`config.mk`:
```
export PLATFORM = sky130hd
export DESIGN_NAME = cec_follower_responder_unit_flat
export DESIGN_NICKNAME = d
export VERILOG_FILES = /design/src/sv/cfr_pkg.sv /design/src/sv/cfr_if.sv /design/src/sv/cfr_front.sv /design/src/sv/cfr_queue.sv /design/src/sv/cfr_back.sv /design/src/sv/cec_follower_responder_unit.sv /design/src/flat_wrapper.sv
export SDC_FILE = /design/constraint.sdc
export NUM_CORES = 1
export LEC_CHECK = 0
export ABC_AREA = 1
export BUFFER_PORTS_ARGS = -buffer_cell sky130_fd_sc_hd__buf_4
export CAP_MARGIN = 30
export CELL_PAD_IN_SITES_DETAIL_PLACEMENT = 1
export CELL_PAD_IN_SITES_GLOBAL_PLACEMENT = 2
export CORE_ASPECT_RATIO = 0.8
export CORE_MARGIN = 3
export CORE_UTILIZATION = 36
export CTS_CLUSTER_DIAMETER = 30
export DETAILED_ROUTE_END_ITERATION = 16
export GPL_TIMING_DRIVEN = 0
export PLACE_DENSITY_LB_ADDON = 0.25
export RECOVER_POWER = 25
export SETUP_SLACK_MARGIN = 0.3
export SLEW_MARGIN = 25
export SYNTH_ARGS = -nofsm -noshare
export SYNTH_HDL_FRONTEND = slang
export SYNTH_HIERARCHICAL = 1
export SYNTH_SLANG_ARGS = --single-unit
export TNS_END_PERCENT = 30
```
`constraint.sdc`:
```
create_clock -name i_clk -period 7.25 [get_ports i_clk]
set_input_delay 1.45 -clock i_clk [delete_from_list [all_inputs] [get_ports i_clk]]
set_output_delay 1.45 -clock i_clk [all_outputs]
set_load 0.02 [all_outputs]
```
`src/sv/cfr_pkg.sv`:
```
// Package for the CEC follower responder: register indexes, CEC opcodes,
// job kinds and the structs shared by the front part, the queue and the back part.
// No dependencies.
package cfr_pkg;

    // Configuration register indexes.
    localparam int CFG_IDX_W = 3;
    localparam logic [CFG_IDX_W-1:0] CFG_ENABLE   = 3'd0;
    localparam logic [CFG_IDX_W-1:0] CFG_LADDR    = 3'd1;
    localparam logic [CFG_IDX_W-1:0] CFG_PADDR    = 3'd2;
    localparam logic [CFG_IDX_W-1:0] CFG_DEBOUNCE = 3'd3;
    localparam logic [CFG_IDX_W-1:0] CFG_TIMEOUT  = 3'd4;

    // Register reset values.
    localparam logic [3:0]  RST_LADDR    = 4'h4;
    localparam logic [15:0] RST_PADDR    = 16'h1000;
    localparam logic [15:0] RST_DEBOUNCE = 16'd50;
    localparam logic [15:0] RST_TIMEOUT  = 16'd500;

    // Received opcodes that are handled.
    localparam logic [7:0] OP_GIVE_PHYS    = 8'h83;
    localparam logic [7:0] OP_GIVE_NAME    = 8'h46;
    localparam logic [7:0] OP_GIVE_VENDOR  = 8'h8C;
    localparam logic [7:0] OP_GET_VERSION  = 8'h9F;
    localparam logic [7:0] OP_GIVE_POWER   = 8'h8F;
    localparam logic [7:0] OP_SET_STREAM   = 8'h86;
    localparam logic [7:0] OP_MENU_REQ     = 8'h8D;
    localparam logic [7:0] OP_UC_PRESS     = 8'h44;
    localparam logic [7:0] OP_UC_RELEASE   = 8'h45;
    localparam logic [7:0] OP_POLL         = 8'h00;

    // Reply opcodes and fixed operands.
    localparam logic [7:0] OP_REPORT_PHYS  = 8'h84;
    localparam logic [7:0] OP_SET_NAME     = 8'h47;
    localparam logic [7:0] OP_VENDOR_ID    = 8'h87;
    localparam logic [7:0] OP_CEC_VERSION  = 8'h9E;
    localparam logic [7:0] OP_POWER_STATUS = 8'h90;
    localparam logic [7:0] OP_ACTIVE_SRC   = 8'h82;
    localparam logic [7:0] OP_MENU_STATUS  = 8'h8E;
    localparam logic [7:0] DEV_PLAYBACK    = 8'h04;
    localparam logic [7:0] CEC_VERSION_14  = 8'h05;
    localparam logic [7:0] POWER_ON        = 8'h00;

    localparam logic [3:0] ADDR_BROADCAST  = 4'hF;
    localparam logic [3:0] ADDR_TV         = 4'h0;
    localparam logic [7:0] NO_BUTTON       = 8'hFF;
    localparam logic [4:0] MAX_FRAME_LEN   = 5'd16;

    // Job kinds handed from the front to the back.
    typedef logic [2:0] t_kind;
    localparam t_kind JOB_PHYS    = 3'd0;
    localparam t_kind JOB_NAME    = 3'd1;
    localparam t_kind JOB_VENDOR  = 3'd2;
    localparam t_kind JOB_VERSION = 3'd3;
    localparam t_kind JOB_POWER   = 3'd4;
    localparam t_kind JOB_PATH    = 3'd5;
    localparam t_kind JOB_MENU    = 3'd6;
    localparam t_kind JOB_KEY     = 3'd7;

    // Configuration register set.
    typedef struct packed {
        logic        enable;
        logic [3:0]  laddr;
        logic [15:0] paddr;
        logic [15:0] debounce;
        logic [15:0] timeout;
    } t_cfg;

    // One job: a reply frame or up to two key events. For reply frames hdr is
    // the header byte and b2/b3 carry variable operands; for key jobs b2 is the
    // released key and b3 the pressed key.
    typedef struct packed {
        t_kind      kind;
        logic [7:0] hdr;
        logic [7:0] b2;
        logic [7:0] b3;
        logic       rel;
        logic       press;
    } t_job;

endpackage

```
`src/sv/cfr_if.sv`:
```
// Valid/ready channel interfaces for the CEC follower responder: the input
// channel carries received frames and ticks, the output channel the result words.
// No dependencies.
interface cfr_in_if;
    logic       valid;
    logic       ready;
    logic       action;
    logic [7:0] frame_header;
    logic [7:0] frame_opcode;
    logic [7:0] first_operand;
    logic [7:0] second_operand;
    logic [4:0] frame_length;

    modport source(
        output valid, action, frame_header, frame_opcode, first_operand,
               second_operand, frame_length,
        input  ready
    );
    modport sink(
        input  valid, action, frame_header, frame_opcode, first_operand,
               second_operand, frame_length,
        output ready
    );
endinterface

interface cfr_out_if;
    logic       valid;
    logic       ready;
    logic       result_kind;
    logic [7:0] tx_byte;
    logic [7:0] key_num;
    logic       key_pressed;
    logic       last;

    modport source(
        output valid, result_kind, tx_byte, key_num, key_pressed, last,
        input  ready
    );
    modport sink(
        input  valid, result_kind, tx_byte, key_num, key_pressed, last,
        output ready
    );
endinterface

```
`src/sv/cfr_front.sv`:
```
// Front part of the CEC follower responder: accepts frames and ticks, keeps the
// millisecond and held-key state and turns each item into at most one job.
// Depends on cfr_pkg and cfr_if.
module cfr_front (
    input  logic          i_clk,
    input  logic          i_rst_n,
    input  cfr_pkg::t_cfg i_cfg,
    cfr_in_if.sink        i_in,
    input  logic          i_q_full,
    output logic          o_push,
    output cfr_pkg::t_job o_job
);
    import cfr_pkg::*;

    logic [31:0] r_ms, n_ms;
    logic [31:0] r_press_time, n_press_time;
    logic [7:0]  r_held_button, n_held_button;
    logic [7:0]  r_held_key, n_held_key;

    logic        accept;
    logic [31:0] ms_next;
    logic [31:0] elapsed_tick;
    logic [31:0] elapsed_now;
    logic [7:0]  opcode_eff;
    logic [7:0]  mapped;
    logic        len_ok;
    logic        dst_ok;
    logic        bounced;
    t_job        job;
    logic        push;

    // Remote-control button code to input key code; zero means unmapped.
    function automatic logic [7:0] map_button(input logic [7:0] code);
        logic [7:0] key;
        key = 8'd0;
        case (code)
            8'h01:        key = 8'd103;
            8'h02:        key = 8'd108;
            8'h03:        key = 8'd105;
            8'h04:        key = 8'd106;
            8'h00:        key = 8'd28;
            8'h09, 8'h0A: key = 8'd88;
            8'h0D:        key = 8'd1;
            8'h44, 8'h46: key = 8'd57;
            8'h45:        key = 8'd31;
            8'h49:        key = 8'd33;
            8'h48:        key = 8'd19;
            8'h41:        key = 8'd13;
            8'h42:        key = 8'd12;
            8'h43:        key = 8'd50;
            8'h40:        key = 8'd25;
            default:      key = 8'd0;
        endcase
        return key;
    endfunction

    assign i_in.ready = !i_q_full;
    assign accept     = i_in.valid && !i_q_full;

    // Frame checks and elapsed-time arithmetic.
    assign ms_next      = r_ms + 32'd1;
    assign elapsed_tick = ms_next - r_press_time;
    assign elapsed_now  = r_ms - r_press_time;
    assign opcode_eff   = (i_in.frame_length == 5'd1) ? OP_POLL : i_in.frame_opcode;
    assign mapped       = map_button(i_in.first_operand);
    assign len_ok       = (i_in.frame_length != 5'd0) && (i_in.frame_length <= MAX_FRAME_LEN);
    assign dst_ok       = (i_in.frame_header[3:0] == i_cfg.laddr)
                       || (i_in.frame_header[3:0] == ADDR_BROADCAST);
    assign bounced      = (i_in.first_operand == r_held_button)
                       && (elapsed_now < {16'h0, i_cfg.debounce});

    // Classification and state update.
    always_comb begin
        n_ms          = r_ms;
        n_press_time  = r_press_time;
        n_held_button = r_held_button;
        n_held_key    = r_held_key;
        job           = '0;
        push          = 1'b0;
        if (accept && i_cfg.enable) begin
            if (i_in.action) begin
                // Millisecond tick with auto-release check.
                n_ms = ms_next;
                if (r_held_key != 8'd0 && elapsed_tick >= {16'h0, i_cfg.timeout}) begin
                    job.kind      = JOB_KEY;
                    job.rel       = 1'b1;
                    job.b2        = r_held_key;
                    push          = 1'b1;
                    n_held_key    = 8'd0;
                    n_held_button = NO_BUTTON;
                    n_press_time  = 32'd0;
                end
            end else if (len_ok && dst_ok) begin
                unique case (opcode_eff)
                    OP_GIVE_PHYS: begin
                        job.kind = JOB_PHYS;
                        job.hdr  = {i_cfg.laddr, ADDR_BROADCAST};
                        job.b2   = i_cfg.paddr[15:8];
                        job.b3   = i_cfg.paddr[7:0];
                        push     = 1'b1;
                    end
                    OP_GIVE_NAME: begin
                        job.kind = JOB_NAME;
                        job.hdr  = {i_cfg.laddr, ADDR_TV};
                        push     = 1'b1;
                    end
                    OP_GIVE_VENDOR: begin
                        job.kind = JOB_VENDOR;
                        job.hdr  = {i_cfg.laddr, ADDR_BROADCAST};
                        push     = 1'b1;
                    end
                    OP_GET_VERSION: begin
                        job.kind = JOB_VERSION;
                        job.hdr  = {i_cfg.laddr, i_in.frame_header[7:4]};
                        push     = 1'b1;
                    end
                    OP_GIVE_POWER: begin
                        job.kind = JOB_POWER;
                        job.hdr  = {i_cfg.laddr, i_in.frame_header[7:4]};
                        push     = 1'b1;
                    end
                    OP_SET_STREAM: begin
                        if (i_in.frame_length >= 5'd4
                            && {i_in.first_operand, i_in.second_operand} == i_cfg.paddr) begin
                            job.kind = JOB_PATH;
                            job.hdr  = {i_cfg.laddr, ADDR_BROADCAST};
                            job.b2   = i_cfg.paddr[15:8];
                            job.b3   = i_cfg.paddr[7:0];
                            push     = 1'b1;
                        end
                    end
                    OP_MENU_REQ: begin
                        if (i_in.frame_length >= 5'd3) begin
                            job.kind = JOB_MENU;
                            job.hdr  = {i_cfg.laddr, i_in.frame_header[7:4]};
                            job.b2   = {7'd0, (i_in.first_operand != 8'd0)};
                            push     = 1'b1;
                        end
                    end
                    OP_UC_PRESS: begin
                        // A new key releases a different held key first.
                        if (i_in.frame_length >= 5'd3 && !bounced && mapped != 8'd0) begin
                            job.kind      = JOB_KEY;
                            job.rel       = (r_held_key != 8'd0) && (r_held_key != mapped);
                            job.b2        = r_held_key;
                            job.press     = 1'b1;
                            job.b3        = mapped;
                            push          = 1'b1;
                            n_held_button = i_in.first_operand;
                            n_held_key    = mapped;
                            n_press_time  = r_ms;
                        end
                    end
                    OP_UC_RELEASE: begin
                        if (r_held_key != 8'd0) begin
                            job.kind      = JOB_KEY;
                            job.rel       = 1'b1;
                            job.b2        = r_held_key;
                            push          = 1'b1;
                            n_held_key    = 8'd0;
                            n_held_button = NO_BUTTON;
                            n_press_time  = 32'd0;
                        end
                    end
                    default: begin
                    end
                endcase
            end
        end
    end

    assign o_push = push;
    assign o_job  = job;

    // State registers.
    always_ff @(posedge i_clk) begin
        if (!i_rst_n) begin
            r_ms          <= 32'd0;
            r_press_time  <= 32'd0;
            r_held_button <= NO_BUTTON;
            r_held_key    <= 8'd0;
        end else begin
            r_ms          <= n_ms;
            r_press_time  <= n_press_time;
            r_held_button <= n_held_button;
            r_held_key    <= n_held_key;
        end
    end

endmodule

```
`src/sv/cfr_queue.sv`:
```
// Job queue between the front and back parts of the CEC follower responder.
// Depends on cfr_pkg.
module cfr_queue #(
    parameter int DEPTH = 4
) (
    input  logic          i_clk,
    input  logic          i_rst_n,
    input  logic          i_push,
    input  cfr_pkg::t_job i_job,
    input  logic          i_pop,
    output cfr_pkg::t_job o_head,
    output logic          o_empty,
    output logic          o_full
);
    import cfr_pkg::*;

    localparam int PTR_W = (DEPTH > 1) ? $clog2(DEPTH) : 1;
    localparam int CNT_W = $clog2(DEPTH + 1);
    localparam logic [PTR_W-1:0] LAST_PTR = PTR_W'(DEPTH - 1);

    t_job             r_mem [DEPTH];
    logic [PTR_W-1:0] r_wr_ptr, n_wr_ptr;
    logic [PTR_W-1:0] r_rd_ptr, n_rd_ptr;
    logic [CNT_W-1:0] r_count, n_count;

    assign o_empty = (r_count == CNT_W'(0));
    assign o_full  = (r_count == CNT_W'(DEPTH));
    assign o_head  = r_mem[r_rd_ptr];

    // Pointer and fill-count update.
    always_comb begin
        n_wr_ptr = r_wr_ptr;
        n_rd_ptr = r_rd_ptr;
        n_count  = r_count;
        if (i_push) begin
            n_wr_ptr = (r_wr_ptr == LAST_PTR) ? '0 : r_wr_ptr + PTR_W'(1);
        end
        if (i_pop) begin
            n_rd_ptr = (r_rd_ptr == LAST_PTR) ? '0 : r_rd_ptr + PTR_W'(1);
        end
        if (i_push && !i_pop) begin
            n_count = r_count + CNT_W'(1);
        end else if (!i_push && i_pop) begin
            n_count = r_count - CNT_W'(1);
        end
    end

    always_ff @(posedge i_clk) begin
        if (!i_rst_n) begin
            r_wr_ptr <= '0;
            r_rd_ptr <= '0;
            r_count  <= '0;
        end else begin
            r_wr_ptr <= n_wr_ptr;
            r_rd_ptr <= n_rd_ptr;
            r_count  <= n_count;
        end
    end

    // Entry storage.
    always_ff @(posedge i_clk) begin
        if (i_push) begin
            r_mem[r_wr_ptr] <= i_job;
        end
    end

endmodule

```
`src/sv/cfr_back.sv`:
```
// Back part of the CEC follower responder: expands the job at the queue head
// into result words, one a cycle while o_out is ready, via an output register.
// Depends on cfr_pkg and cfr_if.
module cfr_back (
    input  logic          i_clk,
    input  logic          i_rst_n,
    input  cfr_pkg::t_job i_job,
    input  logic          i_q_empty,
    output logic          o_pop,
    cfr_out_if.source     o_out
);
    import cfr_pkg::*;

    logic [2:0] r_idx, n_idx;
    logic       r_valid;
    logic       r_kind;
    logic [7:0] r_tx_byte;
    logic [7:0] r_key_num;
    logic       r_key_pressed;
    logic       r_last;

    logic       advance;
    logic       is_last;
    logic [3:0] job_len;
    logic       res_kind;
    logic [7:0] res_byte;
    logic [7:0] res_key;
    logic       res_down;

    // Fixed on-screen name, six bytes.
    function automatic logic [7:0] name_byte(input logic [2:0] idx);
        logic [7:0] b;
        b = 8'h00;
        case (idx)
            3'd2:    b = 8'h4D;
            3'd3:    b = 8'h69;
            3'd4:    b = 8'h53;
            3'd5:    b = 8'h54;
            3'd6:    b = 8'h65;
            3'd7:    b = 8'h72;
            default: b = 8'h00;
        endcase
        return b;
    endfunction

    // Number of result words a job yields.
    always_comb begin
        unique case (i_job.kind)
            JOB_PHYS:    job_len = 4'd5;
            JOB_NAME:    job_len = 4'd8;
            JOB_VENDOR:  job_len = 4'd5;
            JOB_VERSION: job_len = 4'd3;
            JOB_POWER:   job_len = 4'd3;
            JOB_PATH:    job_len = 4'd4;
            JOB_MENU:    job_len = 4'd3;
            JOB_KEY:     job_len = {3'd0, i_job.rel} + {3'd0, i_job.press};
            default:     job_len = 4'd1;
        endcase
    end

    // Result word at the current index.
    always_comb begin
        res_kind = 1'b0;
        res_byte = 8'h00;
        res_key  = 8'h00;
        res_down = 1'b0;
        if (i_job.kind == JOB_KEY) begin
            res_kind = 1'b1;
            if (i_job.rel && r_idx == 3'd0) begin
                res_key = i_job.b2;
            end else begin
                res_key  = i_job.b3;
                res_down = 1'b1;
            end
        end else if (r_idx == 3'd0) begin
            res_byte = i_job.hdr;
        end else if (r_idx == 3'd1) begin
            unique case (i_job.kind)
                JOB_PHYS:    res_byte = OP_REPORT_PHYS;
                JOB_NAME:    res_byte = OP_SET_NAME;
                JOB_VENDOR:  res_byte = OP_VENDOR_ID;
                JOB_VERSION: res_byte = OP_CEC_VERSION;
                JOB_POWER:   res_byte = OP_POWER_STATUS;
                JOB_PATH:    res_byte = OP_ACTIVE_SRC;
                JOB_MENU:    res_byte = OP_MENU_STATUS;
                default:     res_byte = 8'h00;
            endcase
        end else begin
            unique case (i_job.kind)
                JOB_PHYS: begin
                    res_byte = (r_idx == 3'd2) ? i_job.b2
                             : (r_idx == 3'd3) ? i_job.b3 : DEV_PLAYBACK;
                end
                JOB_PATH:    res_byte = (r_idx == 3'd2) ? i_job.b2 : i_job.b3;
                JOB_NAME:    res_byte = name_byte(r_idx);
                JOB_VERSION: res_byte = CEC_VERSION_14;
                JOB_POWER:   res_byte = POWER_ON;
                JOB_MENU:    res_byte = i_job.b2;
                default:     res_byte = 8'h00;
            endcase
        end
    end

    assign is_last = ({1'b0, r_idx} == job_len - 4'd1);
    assign advance = !i_q_empty && (!r_valid || o_out.ready);
    assign o_pop   = advance && is_last;
    assign n_idx   = is_last ? 3'd0 : r_idx + 3'd1;

    // Control registers.
    always_ff @(posedge i_clk) begin
        if (!i_rst_n) begin
            r_idx   <= 3'd0;
            r_valid <= 1'b0;
        end else begin
            if (advance) begin
                r_idx <= n_idx;
            end
            if (advance) begin
                r_valid <= 1'b1;
            end else if (o_out.ready) begin
                r_valid <= 1'b0;
            end
        end
    end

    // Output payload register.
    always_ff @(posedge i_clk) begin
        if (advance) begin
            r_kind        <= res_kind;
            r_tx_byte     <= res_byte;
            r_key_num     <= res_key;
            r_key_pressed <= res_down;
            r_last        <= is_last;
        end
    end

    assign o_out.valid       = r_valid;
    assign o_out.result_kind = r_kind;
    assign o_out.tx_byte     = r_tx_byte;
    assign o_out.key_num     = r_key_num;
    assign o_out.key_pressed = r_key_pressed;
    assign o_out.last        = r_last;

endmodule

```
`src/sv/cec_follower_responder_unit.sv`:
```
// Top level of the CEC follower responder: configuration registers, front part,
// job queue and back part. Depends on cfr_pkg, cfr_if, cfr_front, cfr_queue, cfr_back.
//
// The block takes received CEC frames and millisecond ticks on i_in and gives
// reply frame bytes and key events on o_out, one word per cycle while o_out is
// ready, the last word of each job marked. An item that causes results yields a
// job that waits in a QUEUE_DEPTH deep queue, so the input keeps flowing while
// the back part is busy, until the queue fills. A job yields one to eight words
// (eight for the OSD name reply) and the output word rate sets the sustained
// throughput. The user must write configuration through i_cfg_we, i_cfg_index
// and i_cfg_data only while the block is idle; the block does not enforce this.
module cec_follower_responder_unit #(
    parameter int QUEUE_DEPTH = 4
) (
    input  logic                          i_clk,
    input  logic                          i_rst_n,
    input  logic                          i_cfg_we,
    input  logic [cfr_pkg::CFG_IDX_W-1:0] i_cfg_index,
    input  logic [15:0]                   i_cfg_data,
    cfr_in_if.sink                        i_in,
    cfr_out_if.source                     o_out
);
    import cfr_pkg::*;

    t_cfg r_cfg;
    t_job front_job;
    t_job head_job;
    logic q_push;
    logic q_pop;
    logic q_empty;
    logic q_full;

    // Configuration registers.
    always_ff @(posedge i_clk) begin
        if (!i_rst_n) begin
            r_cfg.enable   <= 1'b0;
            r_cfg.laddr    <= RST_LADDR;
            r_cfg.paddr    <= RST_PADDR;
            r_cfg.debounce <= RST_DEBOUNCE;
            r_cfg.timeout  <= RST_TIMEOUT;
        end else if (i_cfg_we) begin
            unique case (i_cfg_index)
                CFG_ENABLE:   r_cfg.enable   <= i_cfg_data[0];
                CFG_LADDR:    r_cfg.laddr    <= i_cfg_data[3:0];
                CFG_PADDR:    r_cfg.paddr    <= i_cfg_data;
                CFG_DEBOUNCE: r_cfg.debounce <= i_cfg_data;
                CFG_TIMEOUT:  r_cfg.timeout  <= i_cfg_data;
                default: begin
                end
            endcase
        end
    end

    cfr_front u_front (
        .i_clk    (i_clk),
        .i_rst_n  (i_rst_n),
        .i_cfg    (r_cfg),
        .i_in     (i_in),
        .i_q_full (q_full),
        .o_push   (q_push),
        .o_job    (front_job)
    );

    cfr_queue #(
        .DEPTH (QUEUE_DEPTH)
    ) u_queue (
        .i_clk   (i_clk),
        .i_rst_n (i_rst_n),
        .i_push  (q_push),
        .i_job   (front_job),
        .i_pop   (q_pop),
        .o_head  (head_job),
        .o_empty (q_empty),
        .o_full  (q_full)
    );

    cfr_back u_back (
        .i_clk     (i_clk),
        .i_rst_n   (i_rst_n),
        .i_job     (head_job),
        .i_q_empty (q_empty),
        .o_pop     (q_pop),
        .o_out     (o_out)
    );

`ifndef ASSERT_OFF
    // The front never pushes a job into a full queue.
    a_no_overflow: assert property (@(posedge i_clk) disable iff (!i_rst_n)
        q_full |-> !q_push)
        else $error("job pushed into a full queue");

    // The back never pops an empty queue.
    a_no_underflow: assert property (@(posedge i_clk) disable iff (!i_rst_n)
        q_pop |-> !q_empty)
        else $error("job popped from an empty queue");

    // A disabled block creates no jobs.
    a_disabled_quiet: assert property (@(posedge i_clk) disable iff (!i_rst_n)
        !r_cfg.enable |-> !q_push)
        else $error("job created while the block is disabled");
`endif

endmodule
```
`src/flat_wrapper.sv`:
```
// flat-port wrapper written by rule: the top's interface ports become plain ports
module cec_follower_responder_unit_flat import cfr_pkg::*;
#(
    parameter int QUEUE_DEPTH = 4
)
  (i_clk, i_rst_n, i_cfg_we, i_cfg_index, i_cfg_data, i_in_valid, i_in_action, i_in_frame_header, i_in_frame_opcode, i_in_first_operand, i_in_second_operand, i_in_frame_length, i_in_ready, o_out_valid, o_out_result_kind, o_out_tx_byte, o_out_key_num, o_out_key_pressed, o_out_last, o_out_ready);
  cfr_in_if i_in_i ();
  cfr_out_if o_out_i ();
  input  logic i_clk;
  input  logic i_rst_n;
  input  logic i_cfg_we;
  input  logic [cfr_pkg::CFG_IDX_W-1:0] i_cfg_index;
  input  logic [15:0] i_cfg_data;
  input wire logic [$bits(i_in_i.valid)-1:0] i_in_valid;
  input wire logic [$bits(i_in_i.action)-1:0] i_in_action;
  input wire logic [$bits(i_in_i.frame_header)-1:0] i_in_frame_header;
  input wire logic [$bits(i_in_i.frame_opcode)-1:0] i_in_frame_opcode;
  input wire logic [$bits(i_in_i.first_operand)-1:0] i_in_first_operand;
  input wire logic [$bits(i_in_i.second_operand)-1:0] i_in_second_operand;
  input wire logic [$bits(i_in_i.frame_length)-1:0] i_in_frame_length;
  output wire logic [$bits(i_in_i.ready)-1:0] i_in_ready;
  output wire logic [$bits(o_out_i.valid)-1:0] o_out_valid;
  output wire logic [$bits(o_out_i.result_kind)-1:0] o_out_result_kind;
  output wire logic [$bits(o_out_i.tx_byte)-1:0] o_out_tx_byte;
  output wire logic [$bits(o_out_i.key_num)-1:0] o_out_key_num;
  output wire logic [$bits(o_out_i.key_pressed)-1:0] o_out_key_pressed;
  output wire logic [$bits(o_out_i.last)-1:0] o_out_last;
  input wire logic [$bits(o_out_i.ready)-1:0] o_out_ready;
  assign i_in_i.valid = i_in_valid;
  assign i_in_i.action = i_in_action;
  assign i_in_i.frame_header = i_in_frame_header;
  assign i_in_i.frame_opcode = i_in_frame_opcode;
  assign i_in_i.first_operand = i_in_first_operand;
  assign i_in_i.second_operand = i_in_second_operand;
  assign i_in_i.frame_length = i_in_frame_length;
  assign i_in_ready = i_in_i.ready;
  assign o_out_valid = o_out_i.valid;
  assign o_out_result_kind = o_out_i.result_kind;
  assign o_out_tx_byte = o_out_i.tx_byte;
  assign o_out_key_num = o_out_i.key_num;
  assign o_out_key_pressed = o_out_i.key_pressed;
  assign o_out_last = o_out_i.last;
  assign o_out_i.ready = o_out_ready;
  cec_follower_responder_unit #(.QUEUE_DEPTH(QUEUE_DEPTH)) u_core (.i_clk(i_clk), .i_rst_n(i_rst_n), .i_cfg_we(i_cfg_we), .i_cfg_index(i_cfg_index), .i_cfg_data(i_cfg_data), .i_in(i_in_i), .o_out(o_out_i));
endmodule
```
; ---- Yosys cells after proc, flatten, opt, wreduce, memory -nomap -nowiden
; Memory sizes are Yosys's and may differ from the RTL's. A register that Yosys moved wholly into a read port is not among the register bits.
; Cells that the tools add are included.
[word_totals]
regBits = 163
mem_bits_rw = 116
inputBits = 62
out_inout_bits = 21
mem_count = 1
[classes]
addsub = 10
order_cmp = 5
n_eq_ne = 56
muxes = 74
n_reduce_logical = 50
[mem_list]
columns = name, depth, word_bits, rd, rd_clocked_by_memory_dff, wr, line
row1 = u_core.u_queue.r_mem, 4, 29, 1, 1, 1, cfr_queue.sv:21  ; t_job r_mem [DEPTH];
[ops]
columns = operator, n
row1 = two-way mux 8 bit, 22
row2 = two-way mux 32 bit, 5
row3 = one-hot mux 8 bit (5 select lines), 3
row4 = one-hot mux 7 bit (15 select lines), 1
row5 = == test 8 x 7 -> 1 bit (second input constant), 12
row6 = one-hot mux 32 bit (2 select lines), 1
row7 = subtractor 32 bit, 2
row8 = two-way mux 29 bit, 2
row9 = one-hot mux 8 bit (7 select lines), 1
row10 = == test 8 bit (second input constant), 6
row11 = one-hot mux 7 bit (6 select lines), 1
row12 = adder 32 x 1 -> 32 bit (second input constant), 1
row13 = >= comparator 32 x 16 -> 1 bit, 1
row14 = less-than comparator 32 x 16 -> 1 bit, 1
row15 = one-hot mux 8 bit (2 select lines), 2
row16 = == test 3 bit (second input constant), 10
row17 = two-way mux 27 bit, 1
row18 = == test 8 x 4 -> 1 bit (second input constant), 3
row19 = one-hot mux 3 bit (8 select lines), 1
row20 = one-hot mux 8 bit (3 select lines), 1
row21 = nonzero test 8 bit, 3
row22 = two-way mux 3 bit, 7
row23 = one-hot mux 4 bit (5 select lines), 1
row24 = two-way mux 19 bit, 1
row25 = other kinds (41), 106

; ---- Logic depth before layout (Yosys ltp)
[depth]
ltp_word = 15
ltp_mapped = 44

; ---- Hierarchy
; The synthesis kept the hierarchy.
[by_module_without_submodules]
columns = mod, n_inst, cells_per_inst, area_per_inst_um2, seq_area_each_um2
row1 = cfr_front, 1, 2099, 11489.8, 1581.5
row2 = cfr_queue, 1, 340, 5068.6, 3663.5
row3 = cec_follower_responder_unit, 1, 310, 2182.1, 1061.0
row4 = cfr_back, 1, 267, 1808.0, 650.6

; ---- Worst setup path before layout
; No wires, ideal clock.
[synth_timing]
kind = register -> register
startpoint = register u_core.u_front.r_ms[1]
endpoint = memory u_core/u_queue/r_mem[0][0] (netlist bit), enable pin
setup_time_ns = 0.384
t_arrival_ns = 4.801
t_required_ns = 6.866
setup_slack_ns = 2.066
path_stages_with_launch = 38
synth_period_minus_slack_ns = 5.184
cell_sequence = dfxtp_1 -> ha_1 -> nand2_1 -> nor2_1 -> inv_1 -> nor2_1 -> inv_1 -> nor3_1 -> inv_1 -> nor2_1 -> inv_1 -> nor2_1 -> inv_1 -> nor2_1 -> inv_1 -> nor2_1 -> nand3_1 -> xor2_1 -> [... 2 more ...] -> inv_1 -> nor3_1 -> inv_1 -> nor2_1 -> nand2_1 -> and2_1 -> nand2_1 -> nand2_1 -> nand3_1 -> nor2_1 -> nand3_1 -> o21bai_4 -> a21oi_4 -> buf_2 -> inv_1 -> a21oi_1 -> nand2_1 -> inv_1
[synth_via]
elab_cells_between_ends = 18
[synth_rtl]
columns = element, line
row1 = from (decl), cfr_front.sv:15  ; logic [31:0] r_ms, n_ms;
row2 = from (signal assigned), cfr_front.sv:183  ; r_ms <= n_ms;
row3 = adder 32 x 1 -> 32 bit, cfr_front.sv:61  ; assign ms_next = r_ms + 32'd1;
row4 = named net u_core.u_front.ms_next[30], cfr_front.sv:21  ; logic [31:0] ms_next;
row5 = subtractor 32 bit, cfr_front.sv:62  ; assign elapsed_tick = ms_next - r_press_time;
row6 = >= comparator 32 x 16 -> 1 bit, cfr_front.sv:84  ; if (r_held_key != 8'd0 && elapsed_tick >= {16'h0, i_cfg.timeout}) begin
row7 = logical AND 1 bit, cfr_front.sv:84
row8 = two-way mux 1 bit, cfr_front.sv:84
row9 = two-way mux 1 bit, cfr_front.sv:81  ; if (i_in.action) begin
row10 = two-way mux 1 bit, cfr_front.sv:80  ; if (accept && i_cfg.enable) begin
row11 = named net u_core.q_push, cec_follower_responder_unit.sv:28  ; logic q_push;
row12 = two-way mux 1 bit, cfr_queue.sv:62  ; if (i_push) begin
row13 = two-way mux 1 bit (not written as such), cfr_queue.sv:63  ; r_mem[r_wr_ptr] <= i_job;
row14 = to (decl), cfr_queue.sv:21
; The timed path passes the listed nets, and every way through them passes these cells.

; ---- Worst setup path in the final report
[layout_timing]
startpoint = register u_core.u_front.r_ms[0]
endpoint = register u_core.u_queue.r_count[1]
[layout_via]
elab_cells_between_ends = 21
[layout_rtl]
columns = element, line
row1 = adder 32 x 1 -> 32 bit, cfr_front.sv:61
row2 = named net u_core.u_front.ms_next[8], cfr_front.sv:21
row3 = subtractor 32 bit, cfr_front.sv:62
row4 = >= comparator 32 x 16 -> 1 bit, cfr_front.sv:84
row5 = logical AND 1 bit, cfr_front.sv:84
row6 = two-way mux 1 bit, cfr_front.sv:84
row7 = two-way mux 1 bit, cfr_front.sv:81
row8 = two-way mux 1 bit, cfr_front.sv:80
row9 = named net u_core.q_push, cec_follower_responder_unit.sv:28
row10 = logical AND 1 bit, cfr_queue.sv:41  ; if (i_push && !i_pop) begin
row11 = two-way mux 3 bit, cfr_queue.sv:41
row12 = named net u_core.u_queue.n_count[1], cfr_queue.sv:24  ; logic [CNT_W-1:0] r_count, n_count;
row13 = to (signal assigned), cfr_queue.sv:56  ; r_count <= n_count;
row14 = to (decl), cfr_queue.sv:24
; The timed path passes the listed nets, and every way through them passes these cells.
; A chain may end at the register's enable or synchronous reset.

==> results.json <==
{
  "status": "complete, no violations",
  "hpwlAfterDp_mm": 61.8,
  "criticalPathCategory": "reg -> reg",
  "pwr-share-seq_pct": 30.2,
  "leakage_nw": 11.8,
  "critPathBufInv": 7,
  "slowest_delay_ps": 420,
  "rsz0062_at_grt": "no",
  "rows": 77,
  "p_int_mw": 4.01,
  "synthesis.nets": 3189,
  "p_clk_share_pct": 55.4,
  "placed_area_sq_um": 22100,
  "clock_sinks": 280,
  "routed-wl-met2_mm": 36.8,
  "setup_viol": 0,
  "cp_top_family": "simple AND/OR/NAND/NOR gates",
  "synth_cell_types": 56,
  "area.growth.synth_to_final_pct": 19.7,
  "via_per_inst": 5.12,
  "ys_warn_count": 6,
  "clkLatencyLatePin_ps": 620,
  "fin_crit_sh_pct": 92.0,
  "final_area_sq_um": 24600,
  "ir_drop_v": 0.000161,
  "top_layer": "met4",
  "worstSetupEndpointType": "register",
  "power_density_nw_per_um2": 228,
  "critPathSlowestCell": "nand4_1",
  "crit_path_start_kind": "register",
  "synth-seq-cells": 280,
  "combPwrFrac_pct": 14.4,
  "wl_met1_mm": 36.6,
  "root_buffer": "clkbuf_16",
  "min_path_type": "reg -> reg",
  "htree_levels": 3,
  "cp_data_arrival_time_ps": 7150,
  "path_depth": 35,
  "synth_enable_flop_cells": 135,
  "reg2reg_slack_ps": 580,
  "crit_path_max_fanout": 10,
  "routed_wl_mm": 78.4,
  "yosysSeqAreaShare_pct": 33.9,
  "start_util_pct": 36.8,
  "cts_tree": "done",
  "cts_max_path_buffers": 3,
  "synth_ff_type": "dfxtp_1",
  "wl_per_cell_microns": 19.7,
  "fin_total_pwr_mw": 5.61,
  "clk_pin_slew_ps": 40,
  "synthArstFlopShare_pct": 0,
  "die_height_microns": 220,
  "crit_path_start": "u_core/u_front/r_ms[0]$_SDFFE_PN0P_",
  "grt_pass1_vias": 21300,
  "finalWeightedCongestion": 0.964,
  "min_period_ps": 6670,
  "crit_path_frequent_cell": "nand2_1",
  "antenna_found_initial": 2,
  "worst_pin_slew_ps": 1240,
  "dr_wl_met3_mm": 2.87,
  "final_layout_size_suffix_gt1_share_pct": 12.2,
  "p_sw_mw": 1.61,
  "syn_inst": 3016,
  "gr-total-overflow": 0,
  "timing.rr.end": "u_core/u_queue/r_count[1]$_SDFFE_PN0P_",
  "core_sq_um": 55900,
  "fin_nets": 3345,
  "cp_data_required_time_ps": 7730,
  "drtAntennaViolNets": 0,
  "grt_max_degree": 30,
  "maxSlewHeadroom_pct": 17.4,
  "drtIter0Drc": 1209,
  "port_buffers": 80,
  "skew_ps": 52.4,
  "grt_pass1_wl_mm": 122,
  "endpoint": "u_core/u_queue/r_count[1]$_SDFFE_PN0P_",
  "die_area_sq_um": 60000,
  "io_pins": 83,
  "die_x_microns": 273,
  "avgSynthCellArea_sq_um": 6.81,
  "drc_errors": 0,
  "syn_area_sq_um": 20500,
  "first_pass_iters": 5,
  "finalHoldViolCount": 0,
  "fillCellCount": 7195,
  "drv_cap": 0,
  "clock.fmax_ghz": 0.150,
  "switching_share_pct": 28.6,
  "rr_worst_depth": 35,
  "cts_buffers": 68,
  "via_count": 20400,
  "finalMaxSlewViolations": 0,
  "timing.rr.start": "u_core/u_front/r_ms[0]$_SDFFE_PN0P_",
  "grt_usage_pct": 26.2
}
## flip-flops by register name, indices dropped and copies added, names as in the netlist, named ones only
| signal | count |
|---|---|
| u_core/u_queue/r_mem | 116 |
| u_core/r_cfg | 53 |
| u_core/u_front/r_ms | 32 |
| u_core/u_front/r_press_time | 32 |
| u_core/u_back/o_out.key_num | 8 |
| u_core/u_back/o_out.tx_byte | 8 |
| u_core/u_front/r_held_button | 8 |
| u_core/u_front/r_held_key | 7 |
| u_core/u_back/r_idx | 3 |
| u_core/u_queue/r_count | 3 |
| u_core/u_queue/r_rd_ptr | 2 |
| u_core/u_queue/r_wr_ptr | 2 |
| u_core/u_back/o_out.key_pressed | 1 |
| u_core/u_back/o_out.last | 1 |
| u_core/u_back/o_out.result_kind | 1 |
| u_core/u_back/o_out.valid | 1 |
## cells in the final DEF (no fill, tap or decap), types with 5 or more instances in the layout
cell type,netlist,routed
a21boi_0,8,8
a21oi_1,138,136
a21oi_2,35,36
and2_1,10,10
buf_2,28,22
buf_4,11,74
buf_6,13,13
bufinv_16,0,6
clkbuf_1,27,63
clkbuf_16,0,68
clkbuf_8,0,11
clkinv_1,1,7
clkinv_16,0,5
clkinv_2,0,8
clkinv_4,0,5
dfxtp_1,145,144
edfxtp_1,135,135
ha_1,108,107
inv_1,469,464
inv_2,21,25
nand2_1,840,836
nand2_2,10,14
nand3_1,224,223
nand3_2,4,5
nand4_1,39,39
nor2_1,363,359
nor2_2,20,21
nor2_4,26,29
nor3_1,30,25
nor3_2,3,7
nor3b_1,6,6
nor4_1,8,8
o211ai_1,6,6
o21ai_0,133,133
o21bai_1,7,7
o22ai_1,12,12
o22ai_2,20,20
xnor2_1,17,17
xor2_1,59,54
## logic make-up after synthesis
logic type | count (synthesis) | share of synthesized area, %
simple gates | 1594 | 33.2
flops | 280 | 33.9
compound gates | 381 | 11.3
mux | 1 | 0.0487
xor+xnor | 76 | 3.24
fa+ha+maj | 111 | 6.87
buf+inv | 573 | 11.5
## stage by stage
stage / utilization, % / cells / TNS [ps] / hold slack [ps] / worst slack [ps]
2_1_floorplan: - / 3016 / 0 / 429 / 2070
3_3_place_gp: 39.5 / 3846 / -62950 / 454 / -563
3_5_place_dp: 39.6 / 3847 / -26150 / 458 / -319
4_1_cts: 44.0 / 3971 / 0 / 468 / 307
5_1_grt: 44.0 / 3975 / 0 / 501 / 294
6_report: 44.0 / 3976 / 0 / 468 / 582
## Yosys cell counts (3+ instances only)
cell type	n	area (sq um)
nand2_1	840	3150
inv_1	469	1760
nor2_1	363	1360
nand3_1	224	1120
dfxtp_1	145	2900
a21oi_1	138	691
edfxtp_1	135	4050
o21ai_0	133	666
ha_1	108	1350
xor2_1	59	517
nand4_1	39	244
a21oi_2	35	307
nor3_1	30	150
buf_2	28	140
clkbuf_1	27	101
nor2_4	26	293
inv_2	21	78.8
nor2_2	20	125
o22ai_2	20	250
xnor2_1	17	149
buf_6	13	146
o22ai_1	12	75.1
buf_4	11	82.6
and2_1	10	62.6
nand2_2	10	62.6
a21boi_0	8	60.1
nor4_1	8	50.1
o21bai_1	7	52.6
nor3b_1	6	45.0
o211ai_1	6	45.0
a211oi_1	4	30.0
nand3_2	4	40.0
nand3b_1	4	30.0
fa_1	3	60.1
nor3_2	3	30.0
o21ai_1	3	15.0
or2_2	3	18.8
## layout make-up
cell class | count | area, sq um | area share, %
inverter | 492 | 1850 | 7.54
clock buffer | 87 | 1880 | 7.66
tap | 750 | 938 | 3.82
timing repair buffer | 86 | 559 | 2.27
buffer | 81 | 507 | 2.06
sequential | 280 | 6960 | 28.3
multi-input combinational | 2163 | 11400 | 46.3
antenna | 1 | 2.50 | 0.0102
clock inverter | 36 | 508 | 2.07
## tightest hold or removal path: stages, from the launching register on
cell and delay, ps:
dfxtp_1 310, nand2_1 50, nand3_1 70
## worst min path at each step
stage	start	end	slack, ps	cells after the start
final	u_core/r_cfg[5]$_SDFFE_PN1P_	u_core/r_cfg[5]$_SDFFE_PN1P_	470	2
after global routing	u_core/r_cfg[26]$_SDFFE_PN0P_	u_core/r_cfg[26]$_SDFFE_PN0P_	500	2
after CTS	u_core/r_cfg[17]$_SDFFE_PN1P_	u_core/r_cfg[17]$_SDFFE_PN1P_	470	2
after detailed placement	u_core/r_cfg[17]$_SDFFE_PN1P_	u_core/r_cfg[17]$_SDFFE_PN1P_	460	2
after global placement	u_core/r_cfg[17]$_SDFFE_PN1P_	u_core/r_cfg[17]$_SDFFE_PN1P_	450	2
after floorplan	u_core/r_cfg[17]$_SDFFE_PN1P_	u_core/r_cfg[17]$_SDFFE_PN1P_	430	2
## per-layer routing
layer	GRT usage, %	vias up
met3	3.25	114
li1	-	9955
met2	45.0	354
met5	0	-
met4	8.25	0
met1	34.4	9943
## power by group through the flow
stage                     clock [mW]  sequential, mW  combinational, mW
after detailed placement           0            1.72              0.794
after CTS                       3.17            1.69              0.804
after global routing            3.25            1.69              0.910
final                           3.11            1.69              0.809
after global placement             0            1.72              0.768
after floorplan                    0            1.72              0.524
## what timing repair did
item                                   in CTS  in global routing
pin swaps                                   2                  7
gates cloned                                0                  0
setup endpoints to repair                 121                119
endpoints found under the hold margin       0                  0
resized for setup                          11                 20
hold buffers                                0                  0
setup buffers                               1                  4
(Power assumes the default switching activity.)
